**src/rtl/lcp_pkg.sv**
```systemverilog
`timescale 1ns / 1ps
// ----------------------------------------------------------------------------
// lcp_pkg
// Shared types, codes and keyword tables of the line command parser.
// ----------------------------------------------------------------------------
package lcp_pkg;

  localparam int MAX_LINE   = 50;
  localparam int LEN_W      = 6;
  localparam int KW_COUNT   = 6;
  localparam int KW_OFF     = 0;
  localparam int KW_SCALE_F = 1;
  localparam int KW_SCALE_C = 2;
  localparam int KW_STOP    = 3;
  localparam int KW_START   = 4;
  localparam int KW_PERIOD  = 5;
  localparam int PREFIX_LEN = 7;
  localparam int KW_CHARS   = 8;

  localparam logic [31:0] MAG_CAP = 32'h8000_0000;
  localparam logic [31:0] POS_MAX = 32'h7FFF_FFFF;

  localparam logic [7:0] BYTE_NUL   = 8'd0;
  localparam logic [7:0] BYTE_LF    = 8'd10;
  localparam logic [7:0] BYTE_TAB   = 8'd9;
  localparam logic [7:0] BYTE_CR    = 8'd13;
  localparam logic [7:0] BYTE_SPACE = 8'd32;
  localparam logic [7:0] BYTE_PLUS  = 8'd43;
  localparam logic [7:0] BYTE_MINUS = 8'd45;
  localparam logic [7:0] BYTE_ZERO  = 8'd48;
  localparam logic [7:0] BYTE_NINE  = 8'd57;

  localparam logic [7:0] KW_TEXT [KW_COUNT][KW_CHARS] = '{
    '{"O", "F", "F", 8'd0, 8'd0, 8'd0, 8'd0, 8'd0},
    '{"S", "C", "A", "L", "E", "=", "F", 8'd0},
    '{"S", "C", "A", "L", "E", "=", "C", 8'd0},
    '{"S", "T", "O", "P", 8'd0, 8'd0, 8'd0, 8'd0},
    '{"S", "T", "A", "R", "T", 8'd0, 8'd0, 8'd0},
    '{"P", "E", "R", "I", "O", "D", "=", 8'd0}
  };

  localparam logic [LEN_W-1:0] KW_LEN [KW_COUNT] = '{
    LEN_W'(3), LEN_W'(7), LEN_W'(7), LEN_W'(4), LEN_W'(5), LEN_W'(7)
  };

  typedef enum logic [3:0] {
    EV_NONE     = 4'd0,
    EV_OFF      = 4'd1,
    EV_SCALE_F  = 4'd2,
    EV_SCALE_C  = 4'd3,
    EV_STOP     = 4'd4,
    EV_START    = 4'd5,
    EV_PERIOD   = 4'd6,
    EV_UNKNOWN  = 4'd7,
    EV_TOO_LONG = 4'd8
  } event_t;

  typedef enum logic [1:0] {
    NP_BEFORE = 2'd0,
    NP_SIGN   = 2'd1,
    NP_DIGITS = 2'd2,
    NP_DONE   = 2'd3
  } num_phase_t;

  typedef struct packed {
    event_t      ev;
    logic        scale_fahrenheit;
    logic        stopped;
    logic [31:0] report_period;
    logic        halted;
  } result_t;

endpackage

```
**src/rtl/lcp_in_stage.sv**
```systemverilog
`timescale 1ns / 1ps
// ----------------------------------------------------------------------------
// lcp_in_stage
// Input register: holds one received byte until the parser takes it.
// ----------------------------------------------------------------------------
module lcp_in_stage import lcp_pkg::*; (
  input  logic       clk,
  input  logic       rst,
  input  logic       in_valid,
  output logic       in_stall,
  input  logic [7:0] rx_byte,
  input  logic       advance,
  output logic       held_valid,
  output logic [7:0] held_byte
);

  assign in_stall = held_valid && !advance;

  always_ff @(posedge clk) begin
    if (rst) begin
      held_valid <= 1'b0;
    end else if (!in_stall) begin
      held_valid <= in_valid;
    end
  end

  always_ff @(posedge clk) begin
    if (!in_stall && in_valid) begin
      held_byte <= rx_byte;
    end
  end

endmodule

```
**src/rtl/lcp_engine.sv**
```systemverilog
`timescale 1ns / 1ps
// ----------------------------------------------------------------------------
// lcp_engine
// Line state, keyword matching and number reading; one byte per cycle while take is high.
// ----------------------------------------------------------------------------
module lcp_engine import lcp_pkg::*; (
  input  logic       clk,
  input  logic       rst,
  input  logic       take,
  input  logic [7:0] rx_byte,
  output result_t    res
);

  logic [LEN_W-1:0]    line_length, line_length_next;
  logic [KW_COUNT-1:0] keyword_alive, keyword_alive_next;
  num_phase_t          number_phase, number_phase_next;
  logic                number_negative, number_negative_next;
  logic [31:0]         number_value, number_value_next;
  logic                scale_flag, scale_flag_next;
  logic                stop_flag, stop_flag_next;
  logic [31:0]         period_value, period_value_next;
  logic                halt_flag, halt_flag_next;

  always_ff @(posedge clk) begin
    if (rst) begin
      line_length     <= '0;
      keyword_alive   <= '1;
      number_phase    <= NP_BEFORE;
      number_negative <= 1'b0;
      number_value    <= '0;
      scale_flag      <= 1'b1;
      stop_flag       <= 1'b0;
      period_value    <= 32'd1;
      halt_flag       <= 1'b0;
    end else if (take) begin
      line_length     <= line_length_next;
      keyword_alive   <= keyword_alive_next;
      number_phase    <= number_phase_next;
      number_negative <= number_negative_next;
      number_value    <= number_value_next;
      scale_flag      <= scale_flag_next;
      stop_flag       <= stop_flag_next;
      period_value    <= period_value_next;
      halt_flag       <= halt_flag_next;
    end
  end

  always_comb begin
    logic        digit;
    logic        space;
    logic        accumulate;
    logic [35:0] product;
    logic [31:0] number_out;
    logic [LEN_W:0] count;
    event_t      ev;

    line_length_next     = line_length;
    keyword_alive_next   = keyword_alive;
    number_phase_next    = number_phase;
    number_negative_next = number_negative;
    number_value_next    = number_value;
    scale_flag_next      = scale_flag;
    stop_flag_next       = stop_flag;
    period_value_next    = period_value;
    halt_flag_next       = halt_flag;
    ev                   = EV_NONE;

    digit      = (rx_byte >= BYTE_ZERO) && (rx_byte <= BYTE_NINE);
    space      = (rx_byte == BYTE_SPACE) || ((rx_byte >= BYTE_TAB) && (rx_byte <= BYTE_CR));
    accumulate = 1'b0;
    product    = ({4'b0, number_value} << 3) + ({4'b0, number_value} << 1)
               + 36'(rx_byte - BYTE_ZERO);
    number_out = number_negative ? (32'd0 - number_value)
               : ((number_value > POS_MAX) ? POS_MAX : number_value);
    count      = {1'b0, line_length} + (LEN_W + 1)'(1);

    if (!halt_flag && rx_byte != BYTE_NUL) begin
      if (rx_byte == BYTE_LF) begin
        ev = EV_UNKNOWN;
        priority if (keyword_alive[KW_OFF] && line_length == KW_LEN[KW_OFF]) begin
          ev             = EV_OFF;
          halt_flag_next = 1'b1;
        end else if (keyword_alive[KW_SCALE_F] && line_length == KW_LEN[KW_SCALE_F]) begin
          ev              = EV_SCALE_F;
          scale_flag_next = 1'b1;
        end else if (keyword_alive[KW_SCALE_C] && line_length == KW_LEN[KW_SCALE_C]) begin
          ev              = EV_SCALE_C;
          scale_flag_next = 1'b0;
        end else if (keyword_alive[KW_STOP] && line_length == KW_LEN[KW_STOP]) begin
          ev             = EV_STOP;
          stop_flag_next = 1'b1;
        end else if (keyword_alive[KW_START] && line_length == KW_LEN[KW_START]) begin
          ev             = EV_START;
          stop_flag_next = 1'b0;
        end else if (keyword_alive[KW_PERIOD] && line_length > LEN_W'(PREFIX_LEN)) begin
          ev                = EV_PERIOD;
          period_value_next = number_out;
        end else begin
          ev = EV_UNKNOWN;
        end
        line_length_next     = '0;
        keyword_alive_next   = '1;
        number_phase_next    = NP_BEFORE;
        number_negative_next = 1'b0;
        number_value_next    = '0;
      end else begin
        for (int k = 0; k < KW_COUNT; k++) begin
          if (keyword_alive[k]) begin
            if (k == KW_PERIOD && line_length >= LEN_W'(PREFIX_LEN)) begin
              keyword_alive_next[k] = 1'b1;
            end else if (line_length < KW_LEN[k]
                         && KW_TEXT[k][line_length[2:0]] == rx_byte) begin
              keyword_alive_next[k] = 1'b1;
            end else begin
              keyword_alive_next[k] = 1'b0;
            end
          end
        end

        if (line_length >= LEN_W'(PREFIX_LEN)) begin
          unique case (number_phase)
            NP_BEFORE: begin
              if (space) begin
                number_phase_next = NP_BEFORE;
              end else if (rx_byte == BYTE_PLUS || rx_byte == BYTE_MINUS) begin
                number_negative_next = (rx_byte == BYTE_MINUS);
                number_phase_next    = NP_SIGN;
              end else if (!digit) begin
                number_phase_next = NP_DONE;
              end else begin
                number_phase_next = NP_DIGITS;
                accumulate        = 1'b1;
              end
            end
            NP_SIGN, NP_DIGITS: begin
              if (!digit) begin
                number_phase_next = NP_DONE;
              end else begin
                number_phase_next = NP_DIGITS;
                accumulate        = 1'b1;
              end
            end
            NP_DONE: begin
              number_phase_next = NP_DONE;
            end
          endcase
          if (accumulate) begin
            number_value_next = (product > {4'b0, MAG_CAP}) ? MAG_CAP : product[31:0];
          end
        end

        line_length_next = count[LEN_W-1:0];
        if (count >= (LEN_W + 1)'(MAX_LINE)) begin
          ev                   = EV_TOO_LONG;
          line_length_next     = '0;
          keyword_alive_next   = '1;
          number_phase_next    = NP_BEFORE;
          number_negative_next = 1'b0;
          number_value_next    = '0;
        end
      end
    end

    res.ev               = ev;
    res.scale_fahrenheit = scale_flag_next;
    res.stopped          = stop_flag_next;
    res.report_period    = period_value_next;
    res.halted           = halt_flag_next;
  end

endmodule

```
**src/rtl/lcp_out_stage.sv**
```systemverilog
`timescale 1ns / 1ps
// ----------------------------------------------------------------------------
// lcp_out_stage
// Result register: holds one result item until the receiver takes it.
// ----------------------------------------------------------------------------
module lcp_out_stage import lcp_pkg::*; (
  input  logic    clk,
  input  logic    rst,
  input  logic    held_valid,
  input  result_t res_in,
  output logic    advance,
  output logic    out_valid,
  input  logic    out_stall,
  output result_t res
);

  assign advance = held_valid && (!out_valid || !out_stall);

  always_ff @(posedge clk) begin
    if (rst) begin
      out_valid <= 1'b0;
    end else if (advance) begin
      out_valid <= 1'b1;
    end else if (!out_stall) begin
      out_valid <= 1'b0;
    end
  end

  always_ff @(posedge clk) begin
    if (advance) begin
      res <= res_in;
    end
  end

endmodule

```
**src/rtl/line_command_parser_core.sv**
```systemverilog
`timescale 1ns / 1ps
// path: an accepted byte is held in the input register, and its result item in the result register
// throughput: one byte per cycle while out_stall does not hold the result register
// reset: synchronous; clears the pending line, scale Fahrenheit, not stopped,
// period one, not halted; no item is held after reset
// ----------------------------------------------------------------------------
// line_command_parser_core
// Splits received bytes into lines and decodes the command on each line.
// ----------------------------------------------------------------------------
module line_command_parser_core import lcp_pkg::*; (
  input  logic               clk,
  input  logic               rst,
  input  logic               in_valid,
  output logic               in_stall,
  input  logic [7:0]         rx_byte,
  output logic               out_valid,
  input  logic               out_stall,
  output logic [3:0]         event_res,
  output logic               scale_fahrenheit,
  output logic               stopped,
  output logic signed [31:0] report_period,
  output logic               halted
);

  logic       advance;
  logic       held_valid;
  logic [7:0] held_byte;
  result_t    res_next;
  result_t    res;

  lcp_in_stage u_in_stage (
    .clk        (clk),
    .rst        (rst),
    .in_valid   (in_valid),
    .in_stall   (in_stall),
    .rx_byte    (rx_byte),
    .advance    (advance),
    .held_valid (held_valid),
    .held_byte  (held_byte)
  );

  lcp_engine u_engine (
    .clk     (clk),
    .rst     (rst),
    .take    (advance),
    .rx_byte (held_byte),
    .res     (res_next)
  );

  lcp_out_stage u_out_stage (
    .clk        (clk),
    .rst        (rst),
    .held_valid (held_valid),
    .res_in     (res_next),
    .advance    (advance),
    .out_valid  (out_valid),
    .out_stall  (out_stall),
    .res        (res)
  );

  assign event_res        = res.ev;
  assign scale_fahrenheit = res.scale_fahrenheit;
  assign stopped          = res.stopped;
  assign report_period    = res.report_period;
  assign halted           = res.halted;

endmodule
```
**config.mk**
```make
export PLATFORM = sky130hd
export DESIGN_NAME = line_command_parser_core
export DESIGN_NICKNAME = d
export VERILOG_FILES = /design/src/rtl/lcp_pkg.sv /design/src/rtl/lcp_in_stage.sv /design/src/rtl/lcp_engine.sv /design/src/rtl/lcp_out_stage.sv /design/src/rtl/line_command_parser_core.sv
export SDC_FILE = /design/constraint.sdc
export NUM_CORES = 1
export LEC_CHECK = 0
export ABC_AREA = 1
export BUFFER_PORTS_ARGS = -buffer_cell sky130_fd_sc_hd__buf_2
export CORE_AREA = 2 2 144 146
export CTS_CLUSTER_SIZE = 30
export DETAILED_ROUTE_END_ITERATION = 12
export DIE_AREA = 0 0 146 148
export PLACE_DENSITY = 0.72
export RECOVER_POWER = 100
export SLEW_MARGIN = 15
export SYNTH_ARGS = -nofsm -noshare
export SYNTH_HDL_FRONTEND = slang
export SYNTH_SLANG_ARGS = --single-unit
```
**constraint.sdc**
```tcl
create_clock -name clk -period 15.8 [get_ports clk]
set_clock_uncertainty 0.15 [all_clocks]
set_input_delay 3.16 -clock clk [delete_from_list [all_inputs] [get_ports clk]]
set_output_delay 3.16 -clock clk [all_outputs]
set_load 0.05 [all_outputs]
```
**Word-level counts from Yosys, hierarchy flattened**

Memory sizes are Yosys's and may differ from the RTL's.
Cells that the tools add are included.

- Muxes and demuxes: 89
- Reduce and logical (&&, ||, !) cells: 37
- Eq/ne operators: 19
- Magnitude comparators: 14
- $add $sub $neg: 5
- Bitwise gates (word level): 1

Operators with widths:

| kind | number |
|---|---|
| $mux W32 | 15 |
| $mux W8 | 12 |
| $eq A8 B8 Y1 | 6 |
| $mux W1 | 44 |
| $add A35 B33 Y36 | 1 |
| $add A36 B36 Y36 | 1 |
| $gt A36 B32 Y1 const B | 1 |
| $gt A32 B31 Y1 const B | 1 |
| $sub A1 B32 Y32 const A | 1 |
| $mux W4 | 7 |
| $eq A8 B6 Y1 const B | 3 |
| $mux W6 | 4 |
| $eq A6 B3 Y1 const B | 3 |
| $logic_and A1 B1 Y1 | 18 |
| $lt A6 B3 Y1 const B | 3 |
| $reduce_bool A3 Y1 | 4 |
| $mux W2 | 5 |
| $sub A8 B6 Y9 const B | 1 |
| $eq A8 B4 Y1 const B | 1 |
| $ge A8 B4 Y1 const B | 1 |
| $ge A8 B6 Y1 const B | 1 |
| $le A8 B4 Y1 const B | 1 |
| $le A8 B6 Y1 const B | 1 |
| $reduce_bool A8 Y1 | 1 |
| other kinds (22) | 29 |

- Input bits: 12
- Logic and storage cells: 188
- Memory bits (read-only): 384
- Memories: 6
- Bits in registers: 131
- Output and inout port bits: 41

Memory list:

| name | words | width | read ports | clocked after Yosys merged registers in | write ports | RTL line | source |
|---|---|---|---|---|---|---|---|
| (name not given) | 8 | 8 | 1 | 0 | 0 | lcp_engine.sv:112 | `&& KW_TEXT[k][line_length[2:0]] == rx_byte) begin` |
| (name not given) | 8 | 8 | 1 | 0 | 0 | lcp_engine.sv:112 |  |
| (name not given) | 8 | 8 | 1 | 0 | 0 | lcp_engine.sv:112 |  |
| (name not given) | 8 | 8 | 1 | 0 | 0 | lcp_engine.sv:112 |  |
| (name not given) | 8 | 8 | 1 | 0 | 0 | lcp_engine.sv:112 |  |
| (name not given) | 8 | 8 | 1 | 0 | 0 | lcp_engine.sv:112 |  |

**Logic depth before layout (Yosys ltp)**

Gate-level depths: netlist (run 1).

- Depth in word-level cells: 13
- Mapped depth: 26
- Depth with buffers taken out: 25

**Modules after synthesis**

Synthesis (run 1) repeated with hierarchy kept, for this count alone.

- Cell total of the unflattened synthesis: 1500
- Area, all modules: 10523.8 µm²

Modules (own cells, without submodules):

| module | times used | seq. area each (µm²) | area each (µm²) | cells each |
|---|---|---|---|---|
| lcp_engine | 1 | 1641.6 | 9024.9 | 1441 |
| lcp_out_stage | 1 | 1191.1 | 1212.4 | 44 |
| lcp_in_stage | 1 | 260.2 | 286.5 | 15 |

**Least setup slack after synthesis (run 1)**

No wires, ideal clock.

- Path type: in2out
- Start: input port out_stall
- End: output port in_stall
- Path buffers: 0
- Slack: 8.539 ns
- Cell stages on the path: 2
- Required time: 12.490 ns
- Arrival: 3.951 ns
- Path through: nand2_1 -> nor2_1

- Longest elaborated chain between the ends: 5

Ends and longest elaborated chain:

| element | RTL line | source |
|---|---|---|
| start, declared | line_command_parser_core.sv:17 | `input logic out_stall,` |
| $logic_not A1 Y1 | lcp_out_stage.sv:17 | `assign advance = held_valid && (!out_valid \|\| !out_stall);` |
| $logic_or A1 B1 Y1 | lcp_out_stage.sv:17 |  |
| $logic_and A1 B1 Y1 | lcp_out_stage.sv:17 |  |
| $logic_not A1 Y1 | lcp_in_stage.sv:17 | `assign in_stall = held_valid && !advance;` |
| $logic_and A1 B1 Y1 | lcp_in_stage.sv:17 |  |
| end, declared | line_command_parser_core.sv:14 | `output logic in_stall,` |

Every way passes these cells.

**Worst setup path in the final report (run 1)**

- Start: input port out_stall
- End: register u_engine.number_value[10]

- Longest elaborated chain between the ends: 4

Ends and longest elaborated chain:

| element | RTL line | source |
|---|---|---|
| $logic_not A1 Y1 | lcp_out_stage.sv:17 |  |
| $logic_or A1 B1 Y1 | lcp_out_stage.sv:17 |  |
| $logic_and A1 B1 Y1 | lcp_out_stage.sv:17 |  |
| $reduce_and A4 Y1 (no source line) | n/a |  |
| end signal, assigned | lcp_engine.sv:40 | `number_value <= number_value_next;` |
| end, declared | lcp_engine.sv:18 | `logic [31:0] number_value, number_value_next;` |

Every way passes these cells.
A chain may end at the register's enable or synchronous reset.

==> results of run 1 <==
[metal layers]
metal  up-vias  global-route usage [%]  wire, um
met5         -                       0         0
met4         0                    10.6       799
met3        67                    3.92      1980
met2       380                    46.3     13900
met1      4802                    36.7     13100
li1       5296                       -         -
[metrics by stage]
stage / area (um2) / util [%] / hold slack [ps]
floorplan: 10800 / - / 269
global placement: 11200 / 56.0 / 282
detailed placement: 11200 / 56.0 / 299
CTS: 11800 / 59.0 / 315
global route: 11700 / 58.3 / 332
finish: 11700 / 58.3 / 312
[registers in the layout (all words and copies together), names as in the netlist]
signal,flops
u_in_stage.held_valid,1
u_in_stage.held_byte,8
u_engine.keyword_alive,6
u_engine.number_negative,1
u_out_stage.res,39
u_engine.halt_flag,1
u_engine.line_length,6
u_engine.stop_flag,1
u_out_stage.out_valid,1
u_engine.period_value,32
u_engine.number_value,32
u_engine.scale_flag,1
u_engine.number_phase,2
[cell usage in the layout (no fill, tap or decap), types with 43 or more instances in the layout]
| cell | count |
|---|---|
| ha_1 | 53 |
| dfxtp_1 | 84 |
| inv_1 | 269 |
| nor2_1 | 177 |
| nand2_1 | 373 |
| nand3_1 | 155 |
| o21ai_0 | 91 |
| a21oi_1 | 115 |
| clkbuf_1 | 43 |
| edfxtp_1 | 47 |
[cell type report]
| type | count | area, um2 | area share [%] |
|---|---|---|---|
| clock buffers | 17 | 425 | 3.64 |
| clock inverters | 15 | 186 | 1.59 |
| inverters | 283 | 1060 | 9.10 |
| multi-input cells | 1159 | 6330 | 54.1 |
| flip-flops and latches | 131 | 3090 | 26.5 |
| well taps | 270 | 338 | 2.89 |
| repair buffers | 59 | 254 | 2.17 |
[power by group]
part | switching [mW] | internal [mW] | leakage, nW
Clock | 0.186 | 0.227 | 0.298
Combinational | 0.0870 | 0.0345 | 4.42
Sequential | 0.00919 | 0.366 | 1.14
Total | 0.282 | 0.628 | 5.86
[path summary, 6_finish.rpt]
path | end | from | slack (ps)
worst max register to register | u_engine.number_value[10] | u_out_stage.out_valid | 9060
worst min register to register | u_engine.keyword_alive[4] | u_engine.keyword_alive[4] | 310
worst max-delay path | u_engine.number_value[10] | out_stall | 6550
worst min-delay path | u_engine.keyword_alive[4] | u_engine.keyword_alive[4] | 310
[worst reg2reg max path, delay by kind of cell (launching register included)]
family	cells	cell delay, ps
flops	1	310
simple gates	6	1770
compound gates	3	840
buf+inv	3	3540
[cell families (layout without fill, tap and decap cells)]
logic type               after synthesis  in the layout  share of synthesized area [%]
AO/OA/AOI/OAI                        260            260                           13.4
flip-flops                           131            131                           28.5
buffers and inverters                331            374                           12.4
AND/OR/NAND/NOR                      791            791                           31.8
adder cells (fa/ha/maj)               84             84                           11.8
XOR/XNOR                              24             24                           1.94
==> implementation parameters, run 1 <==
Parameter                              Value

CTS
  Clock Sink Count ... about 130
  Root Driver ... clkbuf_16
  Number of post-CTS setup repair buffers ... 0
  TritonCTS clock tree ... done
  Post-CTS Resized ... 0
  # H-tree levels ... 4
  CTS Buffer Depth ... 2
  Clock insertion delay at the later pin of the skew report ... 440 ps
  Hold-fix buffers at CTS ... 0
  CTS clk-pin slew, worst paths ... 70 ps
  Number of buffers inserted during clock tree synthesis ... 17

Detailed routing
  Ratio of routed vias to standard cells ... ~5.5
  Vias ... 10,500
  DRC errors left ... 0
  Iteration-0 DRC Markers ... 791
  Total wirelength of the detailed-routed design ... 29.8 mm
  Router iterations before antenna repair ... 6
  Per-cell routed wire length ... 15.4 um
  Residual antenna-violating net count after detailed routing ... 0

Synth
  Top cells by instance count after synthesis ... 371 x nand2_1, 267 x inv_1, 174 x nor2_1, 155 x nand3_1, 115 x a21oi_1
  Synth warnings ... 0
  Synth area leader ... dfxtp_1
  Cell types occupying the most area after synthesis ... dfxtp_1 16%, edfxtp_1 13%, nand2_1 13%, inv_1 9.2%, nand3_1 7.2%
  Most used standard cell by instance count after synthesis ... nand2_1
  Number of unique standard cell types used by synthesis ... approximately 50
  EDFF count, synth ... between 40 and 50
  Number of flip-flops and latches in the synthesized netlist ... 131
  Number of standard cells after synthesis ... ~1,600
  Average footprint of a synthesized cell ... 6.69 um2
  Most used DFF post-synth ... dfxtp_1
  Async set-or-reset flop fraction in the synthesized netlist ... 0%
  Share of the synthesized area in the top cell type ... 15.5%
  Post-synth net total ... 1,717
  Seq/Total Area, Yosys ... 28.5%
  Netlist area before placement ... about 11,000 um2

Layout
  Number of standard cells in the final layout excluding fillers ... 1,934
  Relative area change from synthesis to final layout ... 7.80%
  Filler cells ... 1,965
  Final-stage net count ... 1,747
  Antenna diodes ... 0
  Proportion of layout cells with a drive suffix above 1 ... 5.17%

Floorplanning
  Boundary pin count ... 53
  Starting density of the core ... 54.1%
  Die Footprint ... approximately 22,000 um2
  Die Height ... 148 um
  Die width ... 146 um
  Area of the core region ... 20,000 um2
  Number of rows created at floorplan ... 52

Placed design
  Post-detail-place hpwl ... 22.4 mm
  Placed cells ... 1,902
  Placer congestion estimate ... 0.945
  Number of buffers added on ports ... between 50 and 60
  Worst setup slack before clock tree synthesis ... 8750 ps

Timing
  Pins Over Slew Limit ... 132
  Minimum period implied by the final worst setup slack ... approximately 9200 ps
  Rel. slew slack ... -145%
  Setup ws final ... 6550 ps
  Worst slew pin tran ... around 3700 ps
  Fmax ... 108 MHz
  Finish-stage setup viols ... 0
  Final worst path period share ... 58.5%
  RSZ-0062 raised after global routing ... no
  Count of final hold-check violations ... 0
  Total negative slack for setup checks ... 0 ps

GRT
  Maximum number of pins on one net before global-route repair ... 74
  Via count of the first global-routing pass ... 9,855
  Congestion Overflow GR ... 0
  Number of antenna violations at the first check in global routing ... 0
  Overall track demand over capacity in global routing ... 27.7%
  Global-route wire length before repair ... between 40 and 50 mm

Critical path
  Levels on crit path ... 13
  Critical-path cell list ... buf_2 > nand2_1 > inv_1 > nor2_4 > clkbuf_1 > inv_1 > nor2_1 > o21ai_0 > nor3_2 > nand3_1 > a21oi_1 > nand3_1 > a21oi_1
  Worst r2r path cells ... 12
  Worst EP arrival ... 9420 ps
  Slowest stage delay, CP ... 1880 ps
  Cell type group with the largest total delay on the critical path ... buffers and inverters
  Crit path buf inv count ... 4
  Critical Path Slowest Stage Cell ... clkbuf_1
  Critical path capture point type ... flop
  Required time at the endpoint of the critical path ... 15,970 ps
  Worst setup path class ... in -> reg
  Biggest fanout along the worst timing path ... 57
  Startpoint type of the worst setup path ... primary input

Power
  Leakage Power ... 5.86 nW
  Post-route total power ... 0.909 mW
  Peak supply drop ... between 0.00004 and 0.00005 V
  Power density over cell area ... 77.8 nW/um2

Min path
  Hold path cells ... 2
  Min-Delay Path Class ... reg -> reg

Status
  Status ... complete, but fails checks
  Violations in the final reports ... max-capacitance violations, max-slew violations

Job
  Number of maximum-capacitance violations ... 2
No activity file was read; power rests on OpenSTA's default activity.
==> run 2, diff against run 1 <==
--- a/config.mk
+++ b/config.mk
@@ -5,13 +5,13 @@
 export SDC_FILE = /design/constraint.sdc
 export NUM_CORES = 1
 export LEC_CHECK = 0
-export ABC_AREA = 1
+export ABC_AREA = 0
 export BUFFER_PORTS_ARGS = -buffer_cell sky130_fd_sc_hd__buf_2
-export CORE_AREA = 2 2 144 146
+export CORE_AREA = 2 2 135 137
 export CTS_CLUSTER_SIZE = 30
 export DETAILED_ROUTE_END_ITERATION = 12
-export DIE_AREA = 0 0 146 148
-export PLACE_DENSITY = 0.72
+export DIE_AREA = 0 0 137 139
+export PLACE_DENSITY = 0.75
 export RECOVER_POWER = 100
 export SLEW_MARGIN = 15
 export SYNTH_ARGS = -nofsm -noshare
==> constraint.sdc (replaced) <==
create_clock -name clk -period 7.91 [get_ports clk]
set_clock_uncertainty 0.15 [all_clocks]
set_input_delay 1.582 -clock clk [delete_from_list [all_inputs] [get_ports clk]]
set_output_delay 1.582 -clock clk [all_outputs]
set_load 0.05 [all_outputs]
==> implementation parameters, run 2 <==
Parameter                              Value

Critical path
  Critical path capture point type ... flop
  Required time at the endpoint of the critical path ... roughly 8000 ps
  Worst setup path class ... reg -> reg
  Worst EP arrival ... ~6800 ps
  Startpoint type of the worst setup path ... flop
  Biggest fanout along the worst timing path ... 31

Layout
  Commonest non-fill, non-tap cells in the layout ... 171 x nand2_1, 90 x nor2_1, 84 x dfxtp_1
  Final-stage net count ... 1,236
  Largest registers ... u_out_stage.res: 39 flops, u_engine.number_value: 32 flops, u_engine.period_value: 32 flops
  Flip-flop count of the largest register, all copies and words added ... 39
  Register name with the most flops ... u_out_stage.res
  Proportion of layout cells with a drive suffix above 1 ... 5.29%
  Antenna diodes ... 0
  Most common library cell in the layout ignoring fill and taps ... nand2_1
  Relative area change from synthesis to final layout ... 8.89%

Detailed routing
  Residual antenna-violating net count after detailed routing ... 0
  Iteration-0 DRC Markers ... 862
  Total wirelength of the detailed-routed design ... ~24 mm
  Per-cell routed wire length ... between 15 and 20 um
  Router iterations before antenna repair ... 5
  Vias ... 8,542
  Ratio of routed vias to standard cells ... 6.18
  DRC errors left ... 0

Synth
  Top cells by instance count after synthesis ... 171 x nand2_1, 90 x nor2_1, 84 x dfxtp_1, 76 x a21oi_1, 72 x o21ai_0
  Netlist area before placement ... 9460 um2
  Main combinational cell family by area after synthesis ... compound AO/OA/AOI/OAI gates
  Xor and xnor area share after synthesis ... roughly 6.0%
  Synth area leader ... dfxtp_1
  Cell types occupying the most area after synthesis ... dfxtp_1 18%, edfxtp_1 15%, ha_1 7.0%, nand2_1 6.8%, fa_1 6.6%
  Adder-cell share of the synthesized area ... between 10% and 20%
  Average footprint of a synthesized cell ... 8.32 um2
  Synth warnings ... 0
  Synth Area in Compound Gates ... 21.3%
  Most used standard cell by instance count after synthesis ... nand2_1
  Post-synth net total ... 1,232
  Most used DFF post-synth ... dfxtp_1
  EDFF count, synth ... 47
  Async set-or-reset flop fraction in the synthesized netlist ... 0%
  Multiplexer fraction of the synthesized cell area ... 1.56%
  Number of standard cells after synthesis ... around 1,100
  Number of unique standard cell types used by synthesis ... 65
  Seq/Total Area, Yosys ... 32.7%
  Number of flip-flops and latches in the synthesized netlist ... 131
  Share of the synthesized area in the top cell type ... 17.8%
  Basic-gate share of the synthesized area counting and, or, nand and nor cells ... 19.8%

Placed design
  Placer congestion estimate ... 0.953
  Post-detail-place hpwl ... 17.2 mm
  Number of buffers added on ports ... 52

Timing
  Total negative slack for setup checks ... 0 ps
  Rel. slew slack ... -119%
  Pins Over Slew Limit ... 166
  Worst slew pin tran ... 3290 ps
  Finish-stage setup viols ... 0
  RSZ-0062 raised after global routing ... no
  Worst Hold Slack ... 300 ps
  Fmax ... 152 MHz
  Final worst path period share ... 83.4%
  Minimum period implied by the final worst setup slack ... around 6600 ps
  Count of final hold-check violations ... 0

GRT
  Global-route wire length before repair ... just under 40 mm
  Congestion Overflow GR ... 0
  Overall track demand over capacity in global routing ... 25.8%
  Number of antenna violations at the first check in global routing ... 0
  Via count of the first global-routing pass ... between 7,000 and 8,000
  Maximum number of pins on one net before global-route repair ... 72

Job
  Number of maximum-capacitance violations ... 3

Power
  Power dissipated by switching net loads ... 0.468 mW
  Portion of total power attributed to the clock network ... 47.1%
  Sequential group share of total power ... between 40% and 50%
  Leakage Power ... just over 4 nW
  Relative contribution of combinational cells to total power ... 10.5%
  Int Pwr ... 1.28 mW
  Peak supply drop ... 0.000162 V
  Power density over cell area ... between 150 and 200 nW/um2
  Switching power share of the total ... a little over a quarter

Floorplanning
  Die width ... 137 um
  Number of rows created at floorplan ... 49
  Boundary pin count ... 53
  Die Footprint ... 19,000 um2
  Starting density of the core ... between 50% and 60%
  Area of the core region ... between 15,000 and 20,000 um2
  Die Height ... 139 um

CTS
  CTS clk-pin slew, worst paths ... 60 ps
  Root Driver ... clkbuf_16
  Number of buffers inserted during clock tree synthesis ... 17
  Post-CTS Resized ... 0
  Clock Sink Count ... 131
  TritonCTS clock tree ... done
  Clock insertion delay at the later pin of the skew report ... between 400 and 500 ps
  Number of post-CTS setup repair buffers ... 0
  CTS Buffer Depth ... 2
  Hold-fix buffers at CTS ... 0
  # H-tree levels ... 4

Status
  Status ... complete, but fails checks
  Violations in the final reports ... max-capacitance violations, max-slew violations

Min path
  Min-Delay Path Class ... reg -> reg
==> run 2: changes by cell type after synthesis, moves of 35 or more <==
cell | before | now
o21ai_1 | 37 | 2
inv_1 | 267 | 47
o31ai_1 | 3 | 38
a21oi_1 | 115 | 76
xnor2_1 | 4 | 40
nand2_1 | 371 | 171
nand3_1 | 155 | 22
clkbuf_1 | 23 | 65
nor2_1 | 174 | 90
==> run 2: per-stage QoR <==
step	total power [mW]	instances	instance area, um2	utilization [%]	worst slack, ps
3_3_place_gp	0.931	1350	9770	55.3	2150
4_1_cts	1.75	1382	10400	58.8	1890
5_1_grt	1.80	1382	10300	58.3	933
2_1_floorplan	0.891	1136	9460	-	2750
3_5_place_dp	0.935	1350	9770	55.3	1930
6_report	1.74	1382	10300	58.3	1310
==> run 2: worst max-delay path, stage by stage, from the launching register on <==
cell and delay (ps):
edfxtp_1 590, ha_1 340, or3_1 450, inv_1 510
clkbuf_1 750, fa_1 550, ha_1 400, a21oi_1 200
o21ai_0 170, a211oi_1 400, a2111oi_0 240, or3_1 410
a2111o_1 870, o31ai_1 430
==> run 2: path summary, 6_finish.rpt <==
check | slack [ps] | end | cells past startpoint | startpoint
setup / recovery | 1310 | u_engine.number_value[6] | 13 | u_in_stage.held_byte[4]
hold / removal | 300 | u_engine.period_value[19] | 2 | u_engine.period_value[19]
setup reg to reg | 1310 | u_engine.number_value[6] | 13 | u_in_stage.held_byte[4]
hold reg to reg | 300 | u_engine.period_value[19] | 2 | u_engine.period_value[19]
==> run 2: power by group through the flow <==
stage | clock, mW | sequential (mW) | combinational (mW)
5_1_grt | 0.851 | 0.743 | 0.201
6_report | 0.822 | 0.740 | 0.183
4_1_cts | 0.826 | 0.738 | 0.185
3_3_place_gp | 0 | 0.752 | 0.180
3_5_place_dp | 0 | 0.752 | 0.183
2_1_floorplan | 0 | 0.773 | 0.118
==> run 2: area by class of cell <==
cell class | count | area [um2]
fill | 1571 | 7360
clock buffer | 18 | 429
multi-input combinational | 881 | 5870
clock inverter | 14 | 179
timing repair buffer | 60 | 250
sequential | 131 | 3090
inverter | 49 | 184
tap | 229 | 287
==> run 2: cell families (layout without fill, tap and decap cells) <==
logic type                 Yosys count  after routing
xor gates and xnor gates            65             65
AOI/OAI and AO/OA                  312            312
DFF                                131            131
adders and majority gates           84             84
muxes                               14             14
buffers and inverters              124            141
and+or+nand+nor                    406            406
==> run 2: per-layer routing <==
| layer | global-route usage, % | vias to the layer above | part of all wire, % |
|---|---|---|---|
| met4 | 8.30 | 0 | 1.8 |
| met3 | 3.62 | 42 | 7.6 |
| met5 | 0 | - | 0 |
| met1 | 37.3 | 4053 | 45 |
| met2 | 39.5 | 358 | 45 |
| li1 | - | 4089 | - |
==> run 3, diff against run 2 <==
==> constraint.sdc (replaced) <==
create_clock -name clk -period 6 [get_ports clk]
set_clock_uncertainty 0.15 [all_clocks]
set_input_delay 1.2 -clock clk [delete_from_list [all_inputs] [get_ports clk]]
set_output_delay 1.2 -clock clk [all_outputs]
set_load 0.05 [all_outputs]
==> implementation parameters, run 3 (synthesized netlist as in run 2, its figures left out) <==
Parameter                              Value

Power
  Relative contribution of combinational cells to total power ... between 10% and 20%
  Portion of total power attributed to the clock network ... 44.9%
  Power dissipated by switching net loads ... 0.595 mW
  Peak supply drop ... 0.000175 V
  Leakage Power ... ~4.0 nW
  Switching power share of the total ... 26.9%
  Sequential group share of total power ... between 40% and 50%
  Int Pwr ... between 1.5 and 2 mW
  Power density over cell area ... ~220 nW/um2

GRT
  Maximum number of pins on one net before global-route repair ... 55
  Congestion Overflow GR ... 0
  Number of antenna violations at the first check in global routing ... 0
  Global-route wire length before repair ... 40.3 mm
  Overall track demand over capacity in global routing ... 26.1%
  Via count of the first global-routing pass ... 8,067

Timing
  Worst slew pin tran ... 2170 ps
  Count of final hold-check violations ... 0
  Final worst path period share ... 94.6%
  RSZ-0062 raised after global routing ... no
  Finish-stage setup viols ... 0
  Rel. slew slack ... -44.4%
  Minimum period implied by the final worst setup slack ... 5680 ps
  Total negative slack for setup checks ... 0 ps
  Fmax ... 176 MHz
  Pins Over Slew Limit ... 94

CTS
  Hold-fix buffers at CTS ... 0
  Number of buffers inserted during clock tree synthesis ... 17
  CTS clk-pin slew, worst paths ... 60 ps
  Clock insertion delay at the later pin of the skew report ... 420 ps
  Root Driver ... clkbuf_16
  TritonCTS clock tree ... done
  Number of post-CTS setup repair buffers ... 0
  Post-CTS Resized ... 0
  # H-tree levels ... 4
  CTS Buffer Depth ... 2
  Clock Sink Count ... approximately 130

Detailed routing
  DRC errors left ... 0
  Residual antenna-violating net count after detailed routing ... 0
  Total wirelength of the detailed-routed design ... 24.6 mm
  Iteration-0 DRC Markers ... 837
  Router iterations before antenna repair ... 5
  Per-cell routed wire length ... ~18 um
  Ratio of routed vias to standard cells ... 6.12
  Vias ... 8,494

Placed design
  Placer congestion estimate ... 0.961
  Number of buffers added on ports ... 52
  Post-detail-place hpwl ... about 17 mm

Critical path
  Worst reg2reg setup slack ... 320 ps
  Biggest fanout along the worst timing path ... 31
  Worst EP arrival ... 5840 ps
  Worst R2R Start ... u_in_stage.held_byte[5]
  Startpoint type of the worst setup path ... flop
  Cell type group with the largest total delay on the critical path ... compound AO/OA/AOI/OAI gates
  Critical path capture point type ... flop
  Required time at the endpoint of the critical path ... 6160 ps
  Destination of the worst register-to-register timing path ... u_engine.number_value[9]
  Slowest stage delay, CP ... about 650 ps
  Critical Path Slowest Stage Cell ... a2111oi_0
  Worst r2r path cells ... 14
  Crit path buf inv count ... 3
  Levels on crit path ... 14
  Critical-path cell list ... ha_1 > or3_1 > inv_1 > buf_4 > fa_1 > ha_1 > nand2_1 > o21ai_0 > a211oi_1 > a2111oi_0 > o21ai_0 > a2111o_1 > buf_4 > o31ai_1
  Worst setup path class ... reg -> reg

Layout
  Largest registers ... u_out_stage.res: 39 flops, u_engine.number_value: 32 flops, u_engine.period_value: 32 flops
  Final-stage net count ... between 1,000 and 1,500
  Register name with the most flops ... u_out_stage.res
  Antenna diodes ... 0
  Most common library cell in the layout ignoring fill and taps ... nand2_1
  Proportion of layout cells with a drive suffix above 1 ... roughly 5.4%
  Relative area change from synthesis to final layout ... 8.81%
  Flip-flop count of the largest register, all copies and words added ... 39
  Commonest non-fill, non-tap cells in the layout ... 171 x nand2_1, 90 x nor2_1, 84 x dfxtp_1
  Fin util ... 58.3%

Floorplanning
  Number of rows created at floorplan ... 49
  Boundary pin count ... 53
  Die Height ... 139 um
  Die width ... 137 um
  Die Footprint ... around 19,000 um2
  Area of the core region ... 17,700 um2
  Starting density of the core ... between 50% and 60%

Min path
  Hold path cells ... 2
  Min-Delay Path Class ... reg -> reg
  Hold Crit Endpoint ... u_engine.keyword_alive[4]
  Origin of the worst min-delay path ... u_engine.keyword_alive[4]

Status
  Violations in the final reports ... max-capacitance violations, max-slew violations
  Status ... complete, but fails checks

Job
  Number of maximum-capacitance violations ... 3
==> run 3: layout make-up <==
class                   instances  area [um2]
fillers                      1549        7370
multi-input cells             881        5870
flip-flops and latches        131        3090
clock buffers                  22         464
well taps                     229         287
repair buffers                 65         285
inverters                      49         184
clock inverters                10         101
==> run 3: power groups by stage <==
| stage | logic [mW] | clock network, mW | registers (mW) |
|---|---|---|---|
| global route | 0.273 | 1.04 | 0.972 |
| detailed placement | 0.250 | 0 | 0.985 |
| finish | 0.250 | 0.994 | 0.968 |
| floorplan | 0.155 | 0 | 1.02 |
| CTS | 0.252 | 0.999 | 0.967 |
| global placement | 0.245 | 0 | 0.984 |
==> run 3: worst reg2reg max path, stage by stage, from the launching register on <==
cell,delay [ps]
edfxtp_1,520
ha_1,300
or3_1,440
inv_1,550
buf_4,380
fa_1,470
ha_1,470
nand2_1,90
o21ai_0,250
a211oi_1,140
a2111oi_0,650
o21ai_0,240
a2111o_1,390
buf_4,250
o31ai_1,290
==> run 3: through the flow <==
step                      total power [mW]  hold slack [ps]  setup WS (ps)  instances  area, um2
final                                 2.21              297            322       1387      10300
after floorplan                       1.17              265            839       1136       9460
after global placement                1.23              279            643       1355       9810
after detailed placement              1.24              286            393       1355       9810
after CTS                             2.22              294            371       1387      10400
after global routing                  2.28              325           6.53       1387      10300
==> run 3: routing by layer <==
layer / routed length [um] / global-route usage [%] / up-vias
met2: 11200 / 40.2 / 394
met5: 0 / 0 / -
li1: - / - / 4101
met1: 11200 / 37.5 / 3964
met4: 388 / 8.95 / 0
met3: 1810 / 3.69 / 35
==> run 3: worst max path at each step <==
stage                                end                     from  slack, ps
2_1_floorplan  u_engine.number_value[19]  u_in_stage.held_byte[4]        840
3_3_place_gp   u_engine.number_value[19]  u_in_stage.held_byte[5]        640
3_5_place_dp   u_engine.number_value[17]  u_in_stage.held_byte[5]        390
4_1_cts         u_engine.number_value[9]  u_in_stage.held_byte[5]        370
5_1_grt        u_engine.number_value[10]  u_in_stage.held_byte[5]          7
6_report        u_engine.number_value[9]  u_in_stage.held_byte[5]        320
